$ cat config.mk
export PLATFORM = sky130hd
export DESIGN_NAME = scalar_kalman_estimator_top
export DESIGN_NICKNAME = d
export VERILOG_FILES = /design/src/hdl/skf_pkg.sv /design/src/hdl/skf_ctrl.sv /design/src/hdl/skf_datapath.sv /design/src/hdl/scalar_kalman_estimator_top.sv
export SDC_FILE = /design/constraint.sdc
export NUM_CORES = 2
export LEC_CHECK = 0
export BUFFER_PORTS_ARGS = -buffer_cell sky130_fd_sc_hd__buf_4
export CAP_MARGIN = 40
export CELL_PAD_IN_SITES_DETAIL_PLACEMENT = 0
export CELL_PAD_IN_SITES_GLOBAL_PLACEMENT = 1
export CORE_MARGIN = 4
export CORE_UTILIZATION = 45
export CTS_CLUSTER_SIZE = 30
export DETAILED_ROUTE_END_ITERATION = 10
export GPL_TIMING_DRIVEN = 0
export PLACE_DENSITY_LB_ADDON = 0.1
export SLEW_MARGIN = 10
export SYNTH_ARGS = -nofsm -noshare
export SYNTH_HDL_FRONTEND = slang
export SYNTH_SLANG_ARGS = --single-unit
$ cat constraint.sdc
create_clock -name clk -period 14 [get_ports clk]
set_input_delay 0.7 -clock clk [delete_from_list [all_inputs] [get_ports clk]]
set_output_delay 0.7 -clock clk [all_outputs]
set_load 0.01 [all_outputs]
$ cat src/hdl/skf_pkg.sv
// Package for the scalar Kalman estimator: payload words, register
// indexes, datapath operation codes and fixed widths. No dependencies.
package skf_pkg;

  localparam int FRAC_BITS_DEF = 16;
  localparam int EST_W         = 32;
  localparam int VAR_W         = 32;
  localparam int NOISE_W       = 24;
  localparam int DT_W          = 16;
  localparam int GAIN_W        = 17;
  localparam int GAIN_FRAC     = 16;
  localparam int CFG_IDX_W     = 2;
  localparam int CFG_DATA_W    = 32;

  localparam logic [GAIN_W-1:0] GAIN_ONE = GAIN_W'(1) << GAIN_FRAC;

  typedef struct packed {
    logic                    action;
    logic signed [EST_W-1:0] rate_in;
    logic signed [EST_W-1:0] measured;
    logic [DT_W-1:0]         sample_period;
  } in_word_t;

  typedef struct packed {
    logic signed [EST_W-1:0] estimate;
    logic [VAR_W-1:0]        variance;
    logic [GAIN_W-1:0]       gain;
    logic                    saturated;
  } out_word_t;

  typedef enum logic [CFG_IDX_W-1:0] {
    CFG_INIT_EST   = 2'd0,
    CFG_INIT_VAR   = 2'd1,
    CFG_RATE_NOISE = 2'd2,
    CFG_MEAS_NOISE = 2'd3
  } cfg_idx_t;

  typedef enum logic [3:0] {
    OP_NONE,
    OP_LOAD,
    OP_P1,
    OP_P2,
    OP_P3,
    OP_P4,
    OP_P5,
    OP_P6,
    OP_P7,
    OP_DIV,
    OP_GAIN,
    OP_C1,
    OP_C2,
    OP_C3
  } dp_op_t;

  typedef struct packed {
    dp_op_t op;
    logic   capture;
    logic   out_load;
  } dp_cmd_t;

  typedef struct packed {
    logic div_last;
  } dp_status_t;

endpackage

$ cat src/hdl/skf_ctrl.sv
// Sequencer for the scalar Kalman estimator: steps the datapath through
// predict, divide and correct, or loads the initial state on a restart,
// and owns the input and output handshakes. Depends on skf_pkg.
module skf_ctrl
  import skf_pkg::*;
(
  input  logic       clk,
  input  logic       rst,
  input  logic       in_valid,
  output logic       in_ready,
  input  logic       restart,
  output logic       out_valid,
  input  logic       out_ready,
  input  dp_status_t status,
  output dp_cmd_t    cmd
);

  typedef enum logic [15:0] {
    S_IDLE = 16'h0001,
    S_LOAD = 16'h0002,
    S_P1   = 16'h0004,
    S_P2   = 16'h0008,
    S_P3   = 16'h0010,
    S_P4   = 16'h0020,
    S_P5   = 16'h0040,
    S_P6   = 16'h0080,
    S_P7   = 16'h0100,
    S_DIV  = 16'h0200,
    S_GAIN = 16'h0400,
    S_C1   = 16'h0800,
    S_C2   = 16'h1000,
    S_C3   = 16'h2000,
    S_OUT  = 16'h4000,
    S_SPARE = 16'h8000
  } state_t;

  state_t state, state_next;
  logic   slot_free;

  assign in_ready  = (state == S_IDLE);
  assign slot_free = !out_valid || out_ready;

  always_comb begin
    state_next   = state;
    cmd.op       = OP_NONE;
    cmd.capture  = 1'b0;
    cmd.out_load = 1'b0;
    case (state)
      S_IDLE: begin
        if (in_valid) begin
          cmd.capture = 1'b1;
          state_next  = restart ? S_LOAD : S_P1;
        end
      end
      S_LOAD: begin cmd.op = OP_LOAD; state_next = S_OUT; end
      S_P1:   begin cmd.op = OP_P1;   state_next = S_P2;  end
      S_P2:   begin cmd.op = OP_P2;   state_next = S_P3;  end
      S_P3:   begin cmd.op = OP_P3;   state_next = S_P4;  end
      S_P4:   begin cmd.op = OP_P4;   state_next = S_P5;  end
      S_P5:   begin cmd.op = OP_P5;   state_next = S_P6;  end
      S_P6:   begin cmd.op = OP_P6;   state_next = S_P7;  end
      S_P7:   begin cmd.op = OP_P7;   state_next = S_DIV; end
      S_DIV: begin
        cmd.op = OP_DIV;
        if (status.div_last) begin
          state_next = S_GAIN;
        end
      end
      S_GAIN: begin cmd.op = OP_GAIN; state_next = S_C1; end
      S_C1:   begin cmd.op = OP_C1;   state_next = S_C2; end
      S_C2:   begin cmd.op = OP_C2;   state_next = S_C3; end
      S_C3:   begin cmd.op = OP_C3;   state_next = S_OUT; end
      S_OUT: begin
        if (slot_free) begin
          cmd.out_load = 1'b1;
          state_next   = S_IDLE;
        end
      end
      default: state_next = S_IDLE;
    endcase
  end

  always_ff @(posedge clk) begin
    if (rst) begin
      state     <= S_IDLE;
      out_valid <= 1'b0;
    end else begin
      state <= state_next;
      if (cmd.out_load) begin
        out_valid <= 1'b1;
      end else if (out_ready) begin
        out_valid <= 1'b0;
      end
    end
  end

endmodule

$ cat src/hdl/skf_datapath.sv
// Datapath for the scalar Kalman estimator: configuration registers, state,
// one shared multiplier, a one-bit-a-cycle restoring divider and the output word.
// Depends on skf_pkg.
module skf_datapath
  import skf_pkg::*;
#(
  parameter int FRACTION_BITS = FRAC_BITS_DEF
) (
  input  logic                  clk,
  input  logic                  rst,
  input  dp_cmd_t               cmd,
  output dp_status_t            status,
  input  in_word_t              in_data,
  input  logic                  cfg_we,
  input  logic [CFG_IDX_W-1:0]  cfg_index,
  input  logic [CFG_DATA_W-1:0] cfg_data,
  output out_word_t             out_data
);

  localparam int MA_W   = EST_W + 2;
  localparam int MB_W   = NOISE_W + 1;
  localparam int PROD_W = MA_W + MB_W;
  localparam int R16_W  = PROD_W + 1 - GAIN_FRAC;
  localparam int RF_W   = PROD_W + 1 - FRACTION_BITS;
  localparam int ESUM_W = R16_W + 1;
  localparam int WIDE_W = 2 * NOISE_W - FRACTION_BITS + 1;
  localparam int DEN_W  = ((WIDE_W > VAR_W) ? WIDE_W : VAR_W) + 1;
  localparam int NUM_W  = VAR_W + GAIN_FRAC + 1;
  localparam int CNT_W  = $clog2(GAIN_W);
  localparam int INNOV_W = EST_W + 1;

  logic signed [EST_W-1:0]  init_est;
  logic [VAR_W-1:0]         init_var;
  logic [NOISE_W-1:0]       rate_noise;
  logic [NOISE_W-1:0]       meas_noise;

  logic signed [EST_W-1:0]  estimate_reg;
  logic [VAR_W-1:0]         variance_reg;
  in_word_t                 in_r;
  logic signed [EST_W-1:0]  est1;
  logic [NOISE_W-1:0]       s_r;
  logic [WIDE_W-1:0]        m2;
  logic [VAR_W-1:0]         v1;
  logic [DEN_W-1:0]         den;
  logic signed [INNOV_W-1:0] innov;
  logic [DEN_W-1:0]         rem;
  logic [GAIN_W-1:0]        numlo;
  logic [GAIN_W-1:0]        quo;
  logic [CNT_W-1:0]         cnt;
  logic [GAIN_W-1:0]        gain_r;
  logic                     sat;
  logic signed [PROD_W-1:0] prod;
  out_word_t                out_r;

  logic signed [MA_W-1:0]   mul_a;
  logic signed [MB_W-1:0]   mul_b;
  logic                     mul_en;
  logic signed [PROD_W:0]   prod_b16;
  logic signed [PROD_W:0]   prod_bf;
  logic signed [R16_W-1:0]  r16;
  logic [RF_W-1:0]          rf;
  logic signed [ESUM_W-1:0] est_sum;
  logic [EST_W:0]           est_clamp;
  logic [DEN_W-1:0]         var_sum;
  logic [NUM_W-1:0]         num;
  logic [DEN_W:0]           rem2;
  logic                     rem_ge;
  logic [GAIN_W:0]          one_minus_g;

  function automatic logic [EST_W:0] clamp_est(input logic signed [ESUM_W-1:0] v);
    logic fits;
    fits = (v[ESUM_W-1:EST_W-1] == '0) || (v[ESUM_W-1:EST_W-1] == '1);
    if (fits) begin
      clamp_est = {1'b0, v[EST_W-1:0]};
    end else if (v[ESUM_W-1]) begin
      clamp_est = {1'b1, 1'b1, {(EST_W-1){1'b0}}};
    end else begin
      clamp_est = {1'b1, 1'b0, {(EST_W-1){1'b1}}};
    end
  endfunction

  assign prod_b16    = {prod[PROD_W-1], prod} + ((PROD_W+1)'(1) << (GAIN_FRAC - 1));
  assign prod_bf     = {prod[PROD_W-1], prod} + ((PROD_W+1)'(1) << (FRACTION_BITS - 1));
  assign r16         = prod_b16[PROD_W:GAIN_FRAC];
  assign rf          = prod_bf[PROD_W:FRACTION_BITS];
  assign one_minus_g = (GAIN_W+1)'(GAIN_ONE) - (GAIN_W+1)'(gain_r);
  assign var_sum     = DEN_W'(variance_reg) + DEN_W'(rf[WIDE_W-1:0]);
  assign num         = NUM_W'({v1, {GAIN_FRAC{1'b0}}}) + NUM_W'(den >> 1);
  assign rem2        = {rem, numlo[GAIN_W-1]};
  assign rem_ge      = rem2 >= (DEN_W+1)'(den);
  assign status.div_last = (cnt == '0);

  always_comb begin
    est_sum = ESUM_W'(estimate_reg) + ESUM_W'(r16);
    if (cmd.op == OP_C2) begin
      est_sum = ESUM_W'(est1) + ESUM_W'(r16);
    end
  end

  assign est_clamp = clamp_est(est_sum);

  always_comb begin
    mul_a  = '0;
    mul_b  = '0;
    mul_en = 1'b1;
    case (cmd.op)
      OP_P1: begin
        mul_a = MA_W'(in_r.rate_in);
        mul_b = MB_W'(in_r.sample_period);
      end
      OP_P2: begin
        mul_a = MA_W'(rate_noise);
        mul_b = MB_W'(in_r.sample_period);
      end
      OP_P3: begin
        mul_a = MA_W'(meas_noise);
        mul_b = MB_W'(meas_noise);
      end
      OP_P4: begin
        mul_a = MA_W'(s_r);
        mul_b = MB_W'(s_r);
      end
      OP_C1: begin
        mul_a = MA_W'(innov);
        mul_b = MB_W'(gain_r);
      end
      OP_C2: begin
        mul_a = MA_W'(v1);
        mul_b = MB_W'(one_minus_g);
      end
      default: mul_en = 1'b0;
    endcase
  end

  always_ff @(posedge clk) begin
    if (rst) begin
      init_est   <= '0;
      init_var   <= '0;
      rate_noise <= NOISE_W'(262144);
      meas_noise <= NOISE_W'(196608);
    end else if (cfg_we) begin
      case (cfg_idx_t'(cfg_index))
        CFG_INIT_EST:   init_est   <= cfg_data[EST_W-1:0];
        CFG_INIT_VAR:   init_var   <= cfg_data[VAR_W-1:0];
        CFG_RATE_NOISE: rate_noise <= cfg_data[NOISE_W-1:0];
        CFG_MEAS_NOISE: meas_noise <= cfg_data[NOISE_W-1:0];
        default: ;
      endcase
    end
  end

  always_ff @(posedge clk) begin
    if (rst) begin
      estimate_reg <= '0;
      variance_reg <= '0;
    end else begin
      case (cmd.op)
        OP_LOAD: begin
          estimate_reg <= init_est;
          variance_reg <= init_var;
        end
        OP_C2: estimate_reg <= est_clamp[EST_W-1:0];
        OP_C3: begin
          if (r16[R16_W-1:VAR_W] != '0) begin
            variance_reg <= '1;
          end else begin
            variance_reg <= r16[VAR_W-1:0];
          end
        end
        default: ;
      endcase
    end
  end

  always_ff @(posedge clk) begin
    if (mul_en) begin
      prod <= mul_a * mul_b;
    end
    if (cmd.capture) begin
      in_r <= in_data;
      sat  <= 1'b0;
    end
    if (cmd.out_load) begin
      out_r.estimate  <= estimate_reg;
      out_r.variance  <= variance_reg;
      out_r.gain      <= gain_r;
      out_r.saturated <= sat;
    end
    case (cmd.op)
      OP_LOAD: begin
        gain_r <= '0;
        sat    <= 1'b0;
      end
      OP_P2: begin
        est1 <= est_clamp[EST_W-1:0];
        sat  <= est_clamp[EST_W];
      end
      OP_P3: s_r <= r16[NOISE_W-1:0];
      OP_P4: m2  <= rf[WIDE_W-1:0];
      OP_P5: begin
        if (var_sum[DEN_W-1:VAR_W] != '0) begin
          v1  <= '1;
          sat <= 1'b1;
        end else begin
          v1 <= var_sum[VAR_W-1:0];
        end
      end
      OP_P6: begin
        den   <= DEN_W'(v1) + DEN_W'(m2);
        innov <= INNOV_W'(in_r.measured) - INNOV_W'(est1);
      end
      OP_P7: begin
        rem   <= DEN_W'(num[NUM_W-1:GAIN_W]);
        numlo <= num[GAIN_W-1:0];
        quo   <= '0;
        cnt   <= CNT_W'(GAIN_W - 1);
      end
      OP_DIV: begin
        if (rem_ge) begin
          rem <= DEN_W'(rem2 - (DEN_W+1)'(den));
        end else begin
          rem <= rem2[DEN_W-1:0];
        end
        numlo <= {numlo[GAIN_W-2:0], 1'b0};
        quo   <= {quo[GAIN_W-2:0], rem_ge};
        cnt   <= cnt - CNT_W'(1);
      end
      OP_GAIN: begin
        if (den == '0) begin
          gain_r <= '0;
        end else if (quo > GAIN_ONE) begin
          gain_r <= GAIN_ONE;
        end else begin
          gain_r <= quo;
        end
      end
      default: ;
    endcase
  end

  assign out_data = out_r;

endmodule

$ cat src/hdl/scalar_kalman_estimator_top.sv
// Scalar Kalman estimator, top level: joins the sequencer and the datapath.
// An update word is taken through predict, the 17-step restoring divide for
// the gain and correct before the result word is offered; a restart word
// only loads the initial state. The next word can be taken in the cycle after
// the result is loaded into the output register. Configuration writes are always ready.
// Depends on skf_pkg, skf_ctrl and skf_datapath.
module scalar_kalman_estimator_top
  import skf_pkg::*;
#(
  parameter int FRACTION_BITS = FRAC_BITS_DEF
) (
  input  logic                  clk,
  input  logic                  rst,
  input  logic                  in_valid,
  output logic                  in_ready,
  input  in_word_t              in_data,
  output logic                  out_valid,
  input  logic                  out_ready,
  output out_word_t             out_data,
  input  logic                  cfg_valid,
  output logic                  cfg_ready,
  input  logic [CFG_IDX_W-1:0]  cfg_index,
  input  logic [CFG_DATA_W-1:0] cfg_data
);

  dp_cmd_t    cmd;
  dp_status_t status;

  assign cfg_ready = 1'b1;

  skf_ctrl u_ctrl (
    .clk       (clk),
    .rst       (rst),
    .in_valid  (in_valid),
    .in_ready  (in_ready),
    .restart   (in_data.action),
    .out_valid (out_valid),
    .out_ready (out_ready),
    .status    (status),
    .cmd       (cmd)
  );

  skf_datapath #(
    .FRACTION_BITS (FRACTION_BITS)
  ) u_datapath (
    .clk       (clk),
    .rst       (rst),
    .cmd       (cmd),
    .status    (status),
    .in_data   (in_data),
    .cfg_we    (cfg_valid && cfg_ready),
    .cfg_index (cfg_index),
    .cfg_data  (cfg_data),
    .out_data  (out_data)
  );

  a_no_overwrite: assert property (@(posedge clk) disable iff (rst)
    cmd.out_load |-> (!out_valid || out_ready))
    else $error("output word overwritten while pending");

  a_one_at_a_time: assert property (@(posedge clk) disable iff (rst)
    (in_valid && in_ready) |=> !in_ready)
    else $error("input taken while a word is in progress");

  a_load_shows: assert property (@(posedge clk) disable iff (rst)
    cmd.out_load |=> out_valid)
    else $error("loaded result not offered");

  a_gain_range: assert property (@(posedge clk) disable iff (rst)
    out_valid |-> (out_data.gain <= GAIN_ONE))
    else $error("gain above one");

endmodule

==> results.txt <==
# nets final - 8356
drt first pass iters - 6
DR vias - 50287
vias in the first global route - 49434
syn_area_per_cell - 9.54 sq um
fin crit share - 93.7%
Yosys cell types - 81
Site Rows - 137
PwrDens - 78.2 nW/um^2
TritonCTS clock tree - done
Worst Setup Start Kind - flop
gr usage total - 31.3%
CTS Sinks - 677
Area growth, synth to finish - 12.0%
CTS Buf Count - 71
hold buffer count at CTS - 0
post-DR vias/cell - 5.59
Initial Utilization - 45.4%
Final GP Congestion - 0.971
ratio of cells with drive above 1 in the final layout - 7.02%
max cap viols - 0
largest family of logic cells by synthesized area - adder cells
cell count after synthesis - 6643
mux cell area share after synthesis - 1.13%
Synth warnings - 0
post-synthesis xor/xnor area fraction - 3.66%
CTS root buffer - clkbuf_16
antenna violation net count after detailed routing - 0
cell area after synthesis - 63400 sq um
Place WS - 1.16 ns
largest area contributor in the netlist - fa_1
Setup Skew - 0.0375 ns
Synth area leaders - fa_1 (26%), edfxtp_1 (23%), ha_1 (6.9%)
Worst-Skew Late Latency - 0.66 ns
GRT Residual Overflow - 0
flop and latch count out of synthesis - 677
worst path arrival time - 13.49 ns
post-CTS sizing - 0
Setup crit end kind - flop
CP Max Fanout - 38
Multi-input gate area - 40300 sq um
initial antenna violation count - 15
die width - 383 um
final wirelength - 231000 um
WP data required - 14.37 ns
Adder-Cell Fraction of Synth Area - 32.8%
Post-Route Setup TNS - 0 ns
Worst IR Drop VDD - 237 uV
post-synthesis compound-gate area fraction - 11.1%
max incr delay on CP - 0.78 ns
HP Class - in2reg
global-route wire length before repair - 335000 um
run status - completed
Post-Synth Simple-Gate Area - 14.1%
leak pwr - 0.0315 uW
sequential element share of the synthesized area - 29.0%
top-count cell post-synth - inv_1
RSZ-0062 raised after global routing - false
fin crit period - 13.11 ns
clock buffer depth - 3
Detail Placement HPWL - 193000 um
Core Box Area - 140000 sq um
EDFF count, synth - 484
ys flop type - edfxtp_1
final hold viol count - 0
register area - 18400 sq um
H-tree depth - 3
Final Setup Violations - 0
WL per Instance - 25.6 um
CTS clk-pin slew, worst paths - 0.07 ns
Top Registers - u_datapath.out_data: 82 flops, u_datapath.in_r: 80 flops, u_datapath.prod: 44 flops
Slew headroom - 29.1%
drc violations - 0
FILL cells - 13191
Crit Path Class - reg2reg
die height - 383 um
Post-CTS Repair Setup Buffers - 0
max reg flops - 82
largest net degree at the start of global routing - 62
Max Fclk - 76.3 MHz
Worst-Margin Slew - 1.06 ns
share of the synthesized area in the top cell type - 25.9%
port bufs - 203
post-route setup slack - 0.886 ns
Ports - 205
Largest Register - u_datapath.out_data
most used cell, CP - fa_1
fraction of registers with async set/reset - 0%
Critical-path top delay cell - nor3_2
Slew Limit Fails - 0
Die Footprint - 147000 sq um
Commonest cells post-synth - inv_1 (1089), nand2_1 (931), fa_1 (820), nor2_1 (505), edfxtp_1 (484)
number of DRC markers in iteration 0 - 4941
## area by class of cell
class / count / share of cell area [%]
Tap cell: 1876 / 3.31
Clock inverter: 30 / 0.393
Sequential cell: 677 / 25.9
Timing Repair Buffer: 289 / 3.62
Clock buffer: 96 / 2.74
Antenna cell: 2 / 0.00705
Multi-Input combinational cell: 4660 / 56.7
Inverter: 1089 / 5.77
Buffer: 278 / 1.51
## stage by stage
step                      cells  total power, uW  area, sq um  utilization, %  hold WS, ns
final                      8997             5550        71000            50.8        0.212
after global routing       8995             5830        71000            50.8        0.185
after CTS                  8994             5590        71000            50.8        0.183
after detailed placement   8868             3720        68700            49.2        0.449
after global placement     8783             3690        67500            48.3        0.442
after floorplan            6704             3260        63600               -        0.409
## cell families (layout without fill, tap and decap cells)
family | count (synthesis) | count (layout)
other | 2 | 65
adders and majority gates | 1170 | 1170
DFF | 677 | 677
muxes | 71 | 71
AOI/OAI and AO/OA | 1080 | 1080
and+or+nand+nor | 2011 | 2011
buffers and inverters | 1367 | 1782
xor gates and xnor gates | 265 | 265
## routing by layer
metal | global-route usage (%) | part of all wire, % | vias up
met1 | 45.1 | 43 | 25271
li1 | - | - | 22487
met3 | 6.25 | 8.9 | 399
met2 | 47.3 | 43 | 2118
met5 | 0 | 0.029 | -
met4 | 11.0 | 4.4 | 12
## cells in the final DEF, fill, tap and decap left out, types with 26 or more instances in the layout
cell type,netlist,final
a211oi_1,50,50
a21o_1,135,135
a21oi_1,342,342
a22o_1,43,43
a22oi_1,45,44
and2_1,58,58
and3_1,69,69
buf_4,4,232
buf_6,0,33
clkbuf_1,261,279
clkbuf_16,0,73
conb_1,2,63
dfxtp_1,193,193
edfxtp_1,484,484
fa_1,820,820
ha_1,350,350
inv_1,1089,1087
mux2i_1,69,69
nand2_1,931,931
nand2b_1,36,35
nand3_1,99,99
nand4_1,32,32
nor2_1,505,505
nor2b_1,47,46
nor3_1,88,86
nor4_1,32,30
o21a_1,27,26
o21ai_0,148,147
o21ai_1,65,66
o21bai_1,36,36
xnor2_1,184,170
xor2_1,81,77
## critical path, delay by kind of cell, from the launching register on
| kind | cells | cell delay (ns) |
|---|---|---|
| adders and majority gates | 8 | 3.81 |
| and+or+nand+nor | 8 | 3.01 |
| buffers and inverters | 11 | 2.92 |
| AOI/OAI and AO/OA | 9 | 2.58 |
| DFF | 1 | 0.34 |
| xor gates and xnor gates | 1 | 0.12 |
## power breakdown
group	total [uW]	internal (uW)	switching (uW)
clock network	1880	1040	839
logic	1360	537	820
registers	2310	2260	54.8
total	5550	3830	1710
## path summary, 6_finish.rpt
kind / slack, ns / cells past startpoint / endpoint / from
max reg2reg: 0.89 / 37 / u_datapath.prod[58] / u_ctrl.state[9]
min: 0.21 / 1 / u_datapath.in_r[18] / in_data[18]
min reg2reg: 0.45 / 2 / u_datapath.init_var[3] / u_datapath.init_var[3]
max: 0.89 / 37 / u_datapath.prod[58] / u_ctrl.state[9]
No activity file was read; power rests on OpenSTA's default activity.
